`config.mk`:
```
export PLATFORM = sky130hd
export DESIGN_NAME = sfir_tap_cell
export DESIGN_NICKNAME = d
export VERILOG_FILES = /design/src/rtl/sfir_pkg.sv /design/src/rtl/sfir_tap_cell.sv
export SDC_FILE = /design/constraint.sdc
export NUM_CORES = 1
export LEC_CHECK = 0
export ABC_AREA = 1
export BUFFER_PORTS_ARGS = -buffer_cell sky130_fd_sc_hd__buf_2
export CORE_MARGIN = 2
export CORE_UTILIZATION = 50
export CTS_BUF_LIST = sky130_fd_sc_hd__clkbuf_2 sky130_fd_sc_hd__clkbuf_4 sky130_fd_sc_hd__clkbuf_8
export CTS_CLUSTER_DIAMETER = 150
export CTS_CLUSTER_SIZE = 14
export DETAILED_ROUTE_END_ITERATION = 10
export GPL_TIMING_DRIVEN = 1
export PLACE_DENSITY_LB_ADDON = 0.08
export SETUP_SLACK_MARGIN = 0.15
export SLEW_MARGIN = 20
export SYNTH_ARGS = -nofsm -noshare
export SYNTH_HDL_FRONTEND = slang
export SYNTH_SLANG_ARGS = --single-unit
```
`constraint.sdc`:
```
create_clock -name clock -period 6.88 [get_ports clock]
set_input_delay 1.376 -clock clock [delete_from_list [all_inputs] [get_ports clock]]
set_output_delay 1.376 -clock clock [all_outputs]
set_load 0.005 [all_outputs]
```
`src/rtl/sfir_pkg.sv`:
```
`default_nettype none

package sfir_pkg;

   localparam int SAMPLE_W  = 16;
   localparam int COEF_W    = 16;
   localparam int DIVISOR_W = 15;
   localparam int TAPS_W    = 3;
   localparam int FILT_W    = 17;
   localparam int NUM_COEFS = 5;
   localparam int PROD_W    = COEF_W + SAMPLE_W + 1;
   localparam int SUM_W     = PROD_W + 3;
   localparam int MAG_W     = SUM_W - 1;
   localparam int ADDR_W    = 5;
   localparam int DATA_W    = 32;
   localparam int REG_IDX_W = 3;

   localparam logic [MAG_W-1:0] SIGNED_MAX   = MAG_W'(32767);
   localparam logic [MAG_W-1:0] SIGNED_MIN_M = MAG_W'(32768);
   localparam logic [MAG_W-1:0] UNSIGNED_MAX = MAG_W'(65535);

   localparam logic [REG_IDX_W-1:0] REG_TAP_COUNT     = 3'd0;
   localparam logic [REG_IDX_W-1:0] REG_COEF_0        = 3'd1;
   localparam logic [REG_IDX_W-1:0] REG_COEF_1        = 3'd2;
   localparam logic [REG_IDX_W-1:0] REG_COEF_2        = 3'd3;
   localparam logic [REG_IDX_W-1:0] REG_COEF_3        = 3'd4;
   localparam logic [REG_IDX_W-1:0] REG_COEF_4        = 3'd5;
   localparam logic [REG_IDX_W-1:0] REG_DIVISOR       = 3'd6;
   localparam logic [REG_IDX_W-1:0] REG_SIGNED_OUTPUT = 3'd7;

   typedef struct packed {
      logic [SAMPLE_W-1:0] sample;
      logic                first_of_line;
      logic                last_of_line;
   } req_word_type;

   typedef struct packed {
      logic signed [FILT_W-1:0] filtered;
      logic                     clipped;
      logic                     end_of_line;
   } rsp_word_type;

   typedef struct packed {
      logic shift;
      logic clear;
      logic load_prod;
      logic shift_prod;
   } cell_ctl_type;

   typedef enum logic [2:0] {
      ST_IDLE,
      ST_MUL,
      ST_ACC,
      ST_DIV_START,
      ST_DIV,
      ST_DONE
   } state_type;

endpackage

`default_nettype wire

```
`src/rtl/sfir_tap_cell.sv`:
```
`default_nettype none

module sfir_tap_cell
   import sfir_pkg::*;
(
   input  logic                      clock,
   input  logic                      reset,
   input  cell_ctl_type              ctl,
   input  logic                      tap_enable,
   input  logic signed [COEF_W-1:0]  coef,
   input  logic [SAMPLE_W-1:0]       sample_in,
   output logic [SAMPLE_W-1:0]       sample_out,
   input  logic signed [PROD_W-1:0]  prod_in,
   output logic signed [PROD_W-1:0]  prod_out
);

   logic [SAMPLE_W-1:0]      sample_ff;
   logic signed [PROD_W-1:0] prod_ff;
   logic signed [PROD_W-1:0] product;

   assign product    = coef * $signed({1'b0, sample_ff});
   assign sample_out = sample_ff;
   assign prod_out   = prod_ff;

   always_ff @(posedge clock) begin
      if (reset) begin
         sample_ff <= '0;
      end else if (ctl.shift) begin
         sample_ff <= ctl.clear ? '0 : sample_in;
      end
   end

   always_ff @(posedge clock) begin
      if (ctl.load_prod) begin
         prod_ff <= tap_enable ? product : '0;
      end else if (ctl.shift_prod) begin
         prod_ff <= prod_in;
      end
   end

endmodule

`default_nettype wire

```
# After elaboration in Yosys (flattened, before gate mapping)
# Cells that the tools add are included.
word_totals:
  reg_bits: 49
  input_bits: 72
  out_inout_bits: 49
  elab_cells: 8
op_classes:
  mul: 1
  n_mux: 4
  reduce_logical: 1
op_table:
  columns: ["cell", "count"]
  rows:
  - ["two-way mux 33 bit", 3]
  - ["multiplier 16 x 17 -> 33 bit", 1]
  - ["two-way mux 16 bit", 1]
  - ["nonzero test 2 bit", 1]

# Logic depth before layout (Yosys ltp)
depth:
  ltp_word: 3
  depth_mapped: 26
  ltp_nobuf: 24

# Worst setup path before layout
# OpenSTA, ideal clock, no wires.
synth_path:
  path_kind: "in2reg"
  from: "input port coef[7]"
  to: "register prod_ff[31] (netlist: prod_out[31]) (data pin)"
  setup_time_ps: 253
  arrival_ps: 6183
  t_required_ps: 6627
  setup_slack_ps: 444
  stages: 23
  path_buffers: 2
  path_cell_list: "clkbuf_1 -> clkbuf_1 -> nand2_1 -> fa_1 -> inv_1 -> fa_1 -> inv_1 -> fa_1 -> inv_1 -> fa_1 -> fa_1 -> inv_1 -> fa_1 -> inv_1 -> ha_1 -> nand2_1 -> inv_1 -> a21oi_1 -> nand3_2 -> nand2_1 -> nand3_1 -> nand3_1 -> nand2_1"
synth_via:
  elab_chain_cells: 3
synth_rtl:
  columns: ["element", "line", "source"]
  rows:
  - ["start, declared", "sfir_tap_cell.sv:10", "input logic signed [COEF_W-1:0] coef,"]
  - ["multiplier 16 x 17 -> 33 bit", "sfir_tap_cell.sv:21", "assign product = coef * $signed({1'b0, sample_ff});"]
  - ["two-way mux 33 bit", "sfir_tap_cell.sv:35", "prod_ff <= tap_enable ? product : '0;"]
  - ["two-way mux 33 bit", "sfir_tap_cell.sv:34", "if (ctl.load_prod) begin"]
  - ["end signal, assigned", "sfir_tap_cell.sv:35", null]
  - ["end signal, assigned", "sfir_tap_cell.sv:37", "prod_ff <= prod_in;"]
  - ["end, declared", "sfir_tap_cell.sv:18", "logic signed [PROD_W-1:0] prod_ff;"]
# Every way passes these cells.
# A chain may end at the register's enable or synchronous reset.

# Worst setup path in the final report
layout_path:
  from: "input port coef[7]"
  to: "register prod_ff[18] (netlist: prod_out[18]) (data pin)"
# The elaborated chain is that of the path after synthesis.

==> out/metrics.csv <==
stage,metric,value,unit
outcome,status,"finished, final reports clean",
setup_path,path_class,in -> reg,
yosys,synth_fp_nets,1998,
timing,finalHoldViolations,0,
global_route,grt_use_met3,4.16,%
yosys,synth_enable_flop_cells,33,
cts,clock_latency,0.33,ns
setup_path,cp_cell_sequence,buf_2 -> nand2_1 -> fa_1 -> inv_1 -> fa_1 -> fa_1 -> fa_1 -> fa_1 -> inv_1 -> fa_1 -> inv_1 -> ha_1 -> nand2_1 -> inv_1 -> nand2_1 -> inv_1 -> a21oi_1 -> nand2_1 -> o21ai_0 -> nand2_1,
finish,regArea,1310,µm²
global_route,gr-usage-all-layers,26.8,%
die,initial_core_util,50.3,%
drt,drt-total-wl,30900,µm
setup_path,crit_path_end_kind,register,
cts,cts_tree,built,
power,p_leak,7.90,nW
min_path,min_path_type,reg -> reg,
die,core_area,23300,µm²
finish,syn2layout_area_growth,9.13,%
yosys,synth_area,11700,µm²
setup_path,max_stage_delay,0.67,ns
finish,fin_cells,2013,
yosys,synthCells,1610,
timing,maxSlewViolCount,0,
placed_design,preCtsSetupSlack,0.0653,ns
power,p_seq_share,22.5,%
power,p_int,0.000861,W
cts,root_buffer,clkbuf_8,
timing,tns,0,ns
die,dieArea,24700,µm²
global_route,met1_usage,37.2,%
timing,fin_skew,0.0132,ns
yosys,ys_ff_latch,49,
global_route,grt_busiest_layer,met2,
setup_path,cpMostUsedCell,fa_1,
drt,drt-initial-drc-count,561,
cts,clk_pin_slew,0.10,ns
die,fp.dieW,157,µm
drt,wire_per_inst,15.4,µm
setup_path,critPathBufInv,6,
drt,ant_nets,0,
global_route,grt_max_degree,34,
finish,multi_input_area,8390,µm²
yosys,synth_seq_area_share,11.2,%
die,io_pins,121,
timing,setup_violations,0,
timing,setup_slack,0.390,ns
global_route,grt_pass1_vias,9918,
yosys,synth_warnings,0,
yosys,ys.flop_type,edfxtp_1,
timing,clock.fmax,154,MHz
placed_design,io_buffer_count,120,
setup_path,cp_slowest_cell,fa_1,
drt,vias,9818,
drt,drcViolationCount,0,
timing,max_slew.worst_pin.slew,1.00,ns
drt,first_pass_iters,6,
cts,cts_buffer_depth,2,
die,num_rows,56,
flow_run,max_cap_viol_count,0,
setup_path,cp_top_family,adder cells,
global_route,grt_pass1_wl,51400,µm
timing,grt_setup_unrepaired,false,
timing,period_needed,6.49,ns
power,p_clk_share,13.9,%
placed_design,dp.final_hpwl,26400,µm
yosys,async_flop_share,0,%
global_route,grt-ovfl-total,0,
setup_path,cp_data_required_time,6.95,ns
cts,htreeDepth,2,
finish,drive_above_1_share,11.0,%
power,peakVddDrop,0.0000863,V
finish,fillers,2355,
power,p_sw,0.000813,W
timing,hold_ws,0.702,ns
placed_design,place_congestion,0.927,
setup_path,worstPathMaxFanout,11,
power,switching_share,48.6,%
global_route,use_met2,45.3,%
setup_path,startpoint_type,input pin,
placed_design,post-place-cells,2005,
finish,finalNetCount,2081,
power,power.density,131,nW/µm²
setup_path,crit_arrival,6.56,ns
timing,fin_crit_sh,94.3,%
power,combPwrFrac,63.6,%
global_route,antenna_found_initial,0,
cts,cts_made_buffers,5,
yosys,syn_area_per_cell,7.27,µm²
yosys,synth.distinct_cells,32,
cts,cts.sinks,49,
timing,relSlewSlack,33.0,%
drt,vias_per_cell,4.88,
finish,diodes,0,
die,fp.dieH,157,µm
-- cell usage after synthesis, types with 2 or more instances --
master	n	share of area (%)
fa_1	194	33
or2_2	3	0.16
dfxtp_1	16	2.7
nand4_1	4	0.21
nand3_2	5	0.43
nand3_1	49	2.1
clkbuf_1	68	2.2
a22o_1	3	0.22
xor2_1	2	0.15
a21oi_1	45	1.9
edfxtp_1	33	8.5
o21ai_1	6	0.26
o21ai_0	12	0.51
nor2_1	45	1.4
a32o_1	3	0.26
and2_1	3	0.16
inv_2	4	0.13
nor2_2	8	0.43
ha_1	122	13
inv_1	456	15
nor3_1	2	0.085
buf_1	6	0.19
o21bai_1	2	0.13
nand2_2	5	0.27
nand2_1	507	16
-- what timing repair did --
action	in CTS	in global routing
hold endpoints to repair	0	0
hold buffers	0	0
gates resized for setup	0	1
setup endpoints to repair	0	1
buffers inserted	0	0
-- per-stage QoR --
step                total power [W]  cell area [µm²]  utilization [%]
floorplan                   0.00109            11700                -
CTS                         0.00169            12800             54.9
detailed placement          0.00145            12700             54.4
global route                0.00184            12800             54.9
global placement            0.00144            12700             54.4
finish                      0.00167            12800             54.9
-- final timing paths --
| kind | startpoint | end | slack [ns] | cells past startpoint |
|---|---|---|---|---|
| worst min-delay path | sample_out[15] | sample_out[15] | 0.70 | 3 |
| worst max register to register | sample_out[6] | prod_out[18] | 0.86 | 19 |
| worst max-delay path | coef[7] | prod_out[18] | 0.39 | 20 |
| worst min register to register | sample_out[15] | sample_out[15] | 0.70 | 3 |
-- flip-flops by register name (all words and copies together) (netlist names) --
name and count:
prod_out 33, sample_out 16
-- tightest hold or removal path: cells and delay by family, from the launching register on --
family                 cells  cell delay, ns
and+or+nand+nor            1            0.09
buffers and inverters      1            0.20
AOI/OAI and AO/OA          1            0.06
DFF                        1            0.31
-- power groups by stage --
stage | combinational (W) | sequential, W | clock [W]
after global placement | 0.00106 | 0.000384 | 0
after floorplan | 0.000715 | 0.000375 | 0
after detailed placement | 0.00107 | 0.000383 | 0
after CTS | 0.00108 | 0.000376 | 0.000239
after global routing | 0.00122 | 0.000379 | 0.000246
final | 0.00106 | 0.000376 | 0.000233
-- cells by family after synthesis --
kind of cell    synth area share (%)
xor+xnor                       0.224
compound gates                  3.54
buf+inv                         17.2
flops                           11.2
fa+ha+maj                       46.2
simple gates                    21.7
-- layout by cell type, fill, tap and decap left out, drive strengths merged --
cell type,netlist,routed
a21o,1,1
a21oi,46,46
a22o,3,3
a32o,3,3
and2,3,3
buf,7,150
bufinv,0,1
clkbuf,68,7
clkinvlp,0,1
dfxtp,16,16
edfxtp,33,33
fa,194,194
ha,122,122
inv,460,460
nand2,512,512
nand3,54,54
nand3b,1,1
nand4,4,4
nor2,53,53
nor3,3,3
o21ai,18,18
o21bai,3,3
or2,3,3
xnor2,1,1
xor2,2,2
-- layout make-up --
cell class / count / share of cell area, %
multi-input combinational: 1026 / 65.6
inverter: 460 / 13.5
sequential: 49 / 10.3
timing repair buffer: 151 / 6.54
tap: 319 / 3.12
clock buffer: 6 / 0.646
clock inverter: 2 / 0.294
-- metal layers --
| layer | vias to the layer above | share of wire (%) |
|---|---|---|
| met5 | - | 0 |
| met4 | 0 | 1.5 |
| met3 | 29 | 6.1 |
| met2 | 264 | 48 |
| met1 | 4736 | 44 |
| li1 | 4789 | - |
Power figures use the tool's default switching activity.
