[config.mk]
export PLATFORM = sky130hd
export DESIGN_NAME = sfir_divider
export DESIGN_NICKNAME = d
export VERILOG_FILES = /design/src/rtl/sfir_pkg.sv /design/src/rtl/sfir_divider.sv
export SDC_FILE = /design/constraint.sdc
export NUM_CORES = 1
export LEC_CHECK = 0
export BUFFER_PORTS_ARGS = -buffer_cell sky130_fd_sc_hd__buf_2
export CAP_MARGIN = 40
export CORE_ASPECT_RATIO = 0.8
export CORE_MARGIN = 4
export CORE_UTILIZATION = 54
export CTS_CLUSTER_DIAMETER = 120
export DETAILED_ROUTE_END_ITERATION = 12
export MAX_ROUTING_LAYER = met4
export PLACE_DENSITY = 0.83
export SLEW_MARGIN = 15
export SYNTH_ARGS = -nofsm -noshare
export SYNTH_HDL_FRONTEND = slang
export SYNTH_SLANG_ARGS = --single-unit
export TNS_END_PERCENT = 5
[constraint.sdc]
create_clock -name clock -period 2.7 [get_ports clock]
set_clock_uncertainty 0.2 [all_clocks]
set_input_delay 0 -clock clock [delete_from_list [all_inputs] [get_ports clock]]
set_output_delay 0 -clock clock [all_outputs]
set_load 0.02 [all_outputs]
[src/rtl/sfir_pkg.sv]
`default_nettype none

package sfir_pkg;

   localparam int SAMPLE_W  = 16;
   localparam int COEF_W    = 16;
   localparam int DIVISOR_W = 15;
   localparam int TAPS_W    = 3;
   localparam int FILT_W    = 17;
   localparam int NUM_COEFS = 5;
   localparam int PROD_W    = COEF_W + SAMPLE_W + 1;
   localparam int SUM_W     = PROD_W + 3;
   localparam int MAG_W     = SUM_W - 1;
   localparam int ADDR_W    = 5;
   localparam int DATA_W    = 32;
   localparam int REG_IDX_W = 3;

   localparam logic [MAG_W-1:0] SIGNED_MAX   = MAG_W'(32767);
   localparam logic [MAG_W-1:0] SIGNED_MIN_M = MAG_W'(32768);
   localparam logic [MAG_W-1:0] UNSIGNED_MAX = MAG_W'(65535);

   localparam logic [REG_IDX_W-1:0] REG_TAP_COUNT     = 3'd0;
   localparam logic [REG_IDX_W-1:0] REG_COEF_0        = 3'd1;
   localparam logic [REG_IDX_W-1:0] REG_COEF_1        = 3'd2;
   localparam logic [REG_IDX_W-1:0] REG_COEF_2        = 3'd3;
   localparam logic [REG_IDX_W-1:0] REG_COEF_3        = 3'd4;
   localparam logic [REG_IDX_W-1:0] REG_COEF_4        = 3'd5;
   localparam logic [REG_IDX_W-1:0] REG_DIVISOR       = 3'd6;
   localparam logic [REG_IDX_W-1:0] REG_SIGNED_OUTPUT = 3'd7;

   typedef struct packed {
      logic [SAMPLE_W-1:0] sample;
      logic                first_of_line;
      logic                last_of_line;
   } req_word_type;

   typedef struct packed {
      logic signed [FILT_W-1:0] filtered;
      logic                     clipped;
      logic                     end_of_line;
   } rsp_word_type;

   typedef struct packed {
      logic shift;
      logic clear;
      logic load_prod;
      logic shift_prod;
   } cell_ctl_type;

   typedef enum logic [2:0] {
      ST_IDLE,
      ST_MUL,
      ST_ACC,
      ST_DIV_START,
      ST_DIV,
      ST_DONE
   } state_type;

endpackage

`default_nettype wire

[src/rtl/sfir_divider.sv]
`default_nettype none

module sfir_divider
   import sfir_pkg::*;
(
   input  logic                 clock,
   input  logic                 reset,
   input  logic                 start,
   input  logic [MAG_W-1:0]     dividend,
   input  logic [DIVISOR_W-1:0] divisor,
   output logic                 busy,
   output logic                 done,
   output logic [MAG_W-1:0]     quotient
);

   localparam int CNT_W = $clog2(MAG_W + 1);

   logic                 busy_ff;
   logic                 done_ff;
   logic [CNT_W-1:0]     cnt_ff;
   logic [MAG_W-1:0]     quo_ff;
   logic [DIVISOR_W-1:0] rem_ff;
   logic [DIVISOR_W-1:0] den_ff;
   logic [DIVISOR_W:0]   trial;
   logic [DIVISOR_W:0]   diff;
   logic                 fits;

   assign trial    = {rem_ff, quo_ff[MAG_W-1]};
   assign fits     = trial >= {1'b0, den_ff};
   assign diff     = trial - {1'b0, den_ff};
   assign busy     = busy_ff;
   assign done     = done_ff;
   assign quotient = quo_ff;

   always_ff @(posedge clock) begin
      if (reset) begin
         busy_ff <= 1'b0;
         done_ff <= 1'b0;
         cnt_ff  <= '0;
      end else begin
         done_ff <= 1'b0;
         if (start) begin
            busy_ff <= 1'b1;
            cnt_ff  <= CNT_W'(MAG_W);
         end else if (busy_ff) begin
            cnt_ff <= cnt_ff - 1'b1;
            if (cnt_ff == CNT_W'(1)) begin
               busy_ff <= 1'b0;
               done_ff <= 1'b1;
            end
         end
      end
   end

   always_ff @(posedge clock) begin
      if (start) begin
         quo_ff <= dividend;
         rem_ff <= '0;
         den_ff <= (divisor == '0) ? DIVISOR_W'(1) : divisor;
      end else if (busy_ff) begin
         quo_ff <= {quo_ff[MAG_W-2:0], fits};
         rem_ff <= fits ? diff[DIVISOR_W-1:0] : trial[DIVISOR_W-1:0];
      end
   end

endmodule

`default_nettype wire

; ---- Word-level counts from Yosys, hierarchy flattened
; Index checks and enable logic that the tools add are counted.
[totals]
in_bits = 53
wordCells = 25
out_inout_bits = 37
ff_bits = 73
[classes]
reduce_logical = 4
eq_ne = 1
magnitude_cmp = 1
bitwise_logic = 1
n_addsub = 2
muxes = 9
[ops]
columns = cell, count
row1 = 2-to-1 mux 35 bit, 2
row2 = >= comparator 16 x 15 -> 1 bit, 1
row3 = zero test 15 bit, 1
row4 = 2-to-1 mux 15 bit, 1
row5 = subtractor 15 bit, 1
row6 = 2-to-1 mux 6 bit, 2
row7 = == test 6 x 1 -> 1 bit (second input constant), 1
row8 = subtractor 6 x 1 -> 6 bit (second input constant), 1
row9 = 2-to-1 mux 1 bit, 4
row10 = OR reduction 3 bit, 1
row11 = nonzero test 2 bit, 1
row12 = OR reduction 2 bit, 1
row13 = NOT 1 bit, 1

; ---- Longest topological paths before layout
[logic_depth]
ltp_word = 4
ltp_mapped = 10
depth_no_buf = 9

; ---- Worst setup path before layout
; Ideal clock, no wire load.
[synth_timing]
kind = register to register
startpoint = register quo_ff[34] (netlist: quotient[34])
endpoint = register rem_ff[1]
t_required_ps = 2405
setup_slack_ps = 45
setup_time_ps = 95
arrival_ps = 2360
path_buffers = 1
period_less_slack_ps = 2655
path_stages_with_launch = 11
cell_sequence = edfxtp_1 -> inv_1 -> ha_1 -> fa_1 -> nand2b_1 -> a21oi_1 -> o21ai_1 -> a21o_1 -> buf_6 -> a2111o_1 -> o311ai_1
[synth_between]
elab_chain_cells = 2
elab_cells_between_ends = 3
classes_between = add/sub: 1 / order compare: 1 / mux: 1
[synth_lines]
columns = element, line
row1 = start: declaration, sfir_divider.sv:21  ; logic [MAG_W-1:0] quo_ff;
row2 = start signal: assignment, sfir_divider.sv:57  ; quo_ff <= dividend;
row3 = start signal: assignment, sfir_divider.sv:61  ; quo_ff <= {quo_ff[MAG_W-2:0], fits};
row4 = subtractor 15 bit or >= comparator 16 x 15 -> 1 bit (tied branches), "sfir_divider.sv:30, sfir_divider.sv:29"
row5 = 2-to-1 mux 15 bit *, sfir_divider.sv:62  ; rem_ff <= fits ? diff[DIVISOR_W-1:0] : trial[DIVISOR_W-1:0];
row6 = end signal: assignment, sfir_divider.sv:62
row7 = end: declaration, sfir_divider.sv:22  ; logic [DIVISOR_W-1:0] rem_ff;
; Every way passes the cells marked *; elsewhere a longest branch is shown, timed or not.
; A chain may end at the register's enable or synchronous reset.

; ---- Final worst setup path
[layout_timing]
startpoint = register den_ff[1]
endpoint = register rem_ff[11]
[layout_between]
elab_chain_cells = 2
elab_cells_between_ends = 3
classes_between = add/sub: 1 / order compare: 1 / mux: 1
[layout_lines]
columns = element, line
row1 = start: declaration, sfir_divider.sv:23  ; logic [DIVISOR_W-1:0] den_ff;
row2 = start signal: assignment, sfir_divider.sv:59  ; den_ff <= (divisor == '0) ? DIVISOR_W'(1) : divisor;
row3 = subtractor 15 bit or >= comparator 16 x 15 -> 1 bit (tied branches), "sfir_divider.sv:30, sfir_divider.sv:29"
row4 = 2-to-1 mux 15 bit *, sfir_divider.sv:62
; Marks and branches as above.

==> impl_metrics.toml <==
[sta]
tns_ns = 0
timing.final.hold_violations = 0
finalSetupViolations = 0
max_slew.worst_pin.slew_ns = 0.544
finalMaxSlewViolations = 0
period_needed_ns = 2.59
finalCritPeriodShare_pct = 96.1
relSlewSlack_pct = 63.7
fmax_mhz = 385

[logic_synthesis]
syn_nets = 430
synthSimpleGateAreaFrac_pct = 10.4
syn_inst = 359
synth_mux_area_share_pct = 9.99
synth_xor_area_share_pct = 3.11
synth_cell_type_count = 53
synth_flop_cell = "edfxtp_1"
syn_area_um2 = 3950
synth-seq-cells = 73
synthArstFlopShare_pct = 0
ys_seq_area_share_pct = 49.7
synth-compound-area-share_pct = 15.1
synth_edf_count = 50
yosys_warnings = 0
synth-adder-area-share_pct = 5.90
syn_avg_cell_area_um2 = 11.0
synth_top_family_by_area = "compound AO/OA/AOI/OAI gates"

[route]
final_antenna_net_count = 0
wl_per_cell_um = 20.0
route.met3.wl_mm = 1.01
dr_wl_met2_mm = 5.92
top_layer = "met4"
wl_met1_mm = 4.26
detailroute.via_count = 3521
vias_per_cell = 6.07
drt_iter0_drc = 439
wl_mm = 11.6
drcViolationCount = 0
drt_pass1_iterations = 6

[place]
io_buffers = 89
place.gp.congestion = 0.917
dp.final_hpwl_mm = 6.68
dpl-instance-area_um2 = 4440

[clock_tree]
cts_tree = "done"
htree_levels = 3
cts_setup_buffers = 0
cts.path.max_buffers = 2
cts.root.buffer_cell = "clkbuf_8"
cts_made_buffers = 9
clock_latency_ns = 0.36
cts_sinks = 73
path_clk_slew_ns = 0.09

[power_and_ir_drop]
p_total_mw = 3.06
power_density_nw_per_um2 = 591
p_leak_nw = 2.20
peakVddDrop_mv = 0.503

[layout]
finalCoreUtilization_pct = 73.9
antenna_cells = 0
final_nets = 559
area_growth_pct = 31.1
drive_gt1_share_pct = 32.9
nFillCells = 420
finalInstanceArea_um2 = 5170

[setup_path]
critPathCaptureType = "flip-flop"
worst_setup_path_start_kind = "flip-flop"
worstPathArrival_ns = 2.62
cp_data_required_time_ns = 2.72
path_class = "flip-flop to flip-flop"
cp_max_fo = 5

[grt]
grt.overflow.total = 0
grt_max_degree = 52
grt_usage_pct = 27.4
grt_pass1_vias = 3540
antenna_found_initial = 0
grt_pass1_wl_mm = 18.2

[outcome]
status = "complete, no violations"

[job]
cap_violations = 0

[floorplan]
die_h_um = 84.5
die_area_um2 = 8750
dieWidth_um = 104
pin_count = 90
rows = 27
core_um2 = 6990
initial_core_util_pct = 56.4

[worst_hold_path]
worstHoldPathType = "input pin to flip-flop"
-- report_power, final --
group | internal, mW | total, mW | switching [mW]
Combinational | 0.337 | 0.791 | 0.454
Clock | 0.430 | 0.880 | 0.450
Sequential | 1.32 | 1.39 | 0.0687
Total | 2.08 | 3.06 | 0.973
-- layout make-up --
cell class | count | area (um^2) | area share [%]
clock buffer | 10 | 128 | 2.47
clock inverter | 6 | 68.8 | 1.33
inverter | 23 | 86.3 | 1.67
multi-input combinational | 231 | 1770 | 34.3
sequential | 73 | 1960 | 37.9
tap | 87 | 109 | 2.11
timing repair buffer | 150 | 1050 | 20.2
-- through the flow --
stage	setup slack, ns	hold slack [ns]	cells
final	0.106	0.172	580
after global routing	-0.00862	0.166	580
after CTS	0.0468	0.152	580
after detailed placement	0.0950	-0.00768	512
after global placement	0.144	-0.00939	512
after floorplan	0.0447	-0.0875	359
-- per-layer routing --
metal | vias to the layer above | track usage, %
li1 | 1588 | -
met1 | 1684 | 30.9
met2 | 215 | 48.2
met3 | 34 | 6.23
met4 | 0 | 10.0
met5 | - | -
-- logic make-up after synthesis --
group	Yosys count
DFF	73
muxes	35
and+or+nand+nor	86
xor gates and xnor gates	14
adders and majority gates	18
buffers and inverters	55
AOI/OAI and AO/OA	78
-- path summary, 6_finish.rpt --
check,from,endpoint,slack [ns],depth (start not counted)
setup / recovery,den_ff[1]$_SDFFCE_PN0P_,rem_ff[11]$_SDFFE_PP0P_,0.11,8
hold / removal,divisor[3],den_ff[3]$_SDFFCE_PN0P_,0.17,2
setup reg to reg,den_ff[1]$_SDFFCE_PN0P_,rem_ff[11]$_SDFFE_PP0P_,0.11,8
hold reg to reg,rem_ff[0]$_SDFFE_PP0P_,rem_ff[1]$_SDFFE_PP0P_,0.31,2
-- state kept, by name (all words and copies together) (netlist names) --
name / count
busy: 1
cnt_ff: 6
den_ff: 15
done: 1
quotient: 35
rem_ff: 15
-- cells in the mapped netlist, drive strengths merged (6+ instances only) --
| cell type | n | area share, % |
|---|---|---|
| edfxtp | 50 | 38 |
| mux2 | 35 | 10 |
| clkbuf | 26 | 2.5 |
| nor2 | 24 | 2.3 |
| dfxtp | 23 | 12 |
| inv | 23 | 2.2 |
| nand2 | 21 | 2.1 |
| ha | 17 | 5.4 |
| a21oi | 13 | 1.8 |
| and3 | 9 | 1.4 |
| nand3 | 9 | 1.1 |
| xnor2 | 9 | 2.0 |
| a31oi | 8 | 1.3 |
| nor3 | 8 | 1.0 |
| o21ai | 8 | 1.0 |
| a311oi | 6 | 1.3 |
| buf | 6 | 1.0 |
-- timing repair --
item                                   4_1_cts  5_1_grt
endpoints found under the hold margin       59        0
setup endpoints to repair                    0        8
hold buffers                                52        0
resized for setup                            0        4
-- critical path, cell delays in order (launching register included) --
cell,delay (ns)
edfxtp_1,0.46
inv_1,0.09
ha_1,0.23
nor2b_1,0.15
o2111ai_1,0.26
a31oi_1,0.24
or4_1,0.56
nand4_1,0.18
o311ai_1,0.10
-- layout by cell type (no fill, tap or decap), types with 4 or more instances in the layout --
cell type and n:
buf_2 89, dlygate4sd3_1 52, edfxtp_1 50, mux2_2 35, inv_1 23, nor2_1 23, dfxtp_1 23, nand2_1 20
ha_1 16, a21oi_1 11, nand3_1 9, xnor2_1 9, and3_1 9, clkbuf_8 9, nor3_1 8, a31oi_1 8
buf_4 8, o21ai_0 6, a311oi_1 6, nor4_1 5, xor2_1 5, a21o_1 4, a211o_1 4, o311a_1 4
clkinvlp_4 4
(Power assumes the default switching activity.)
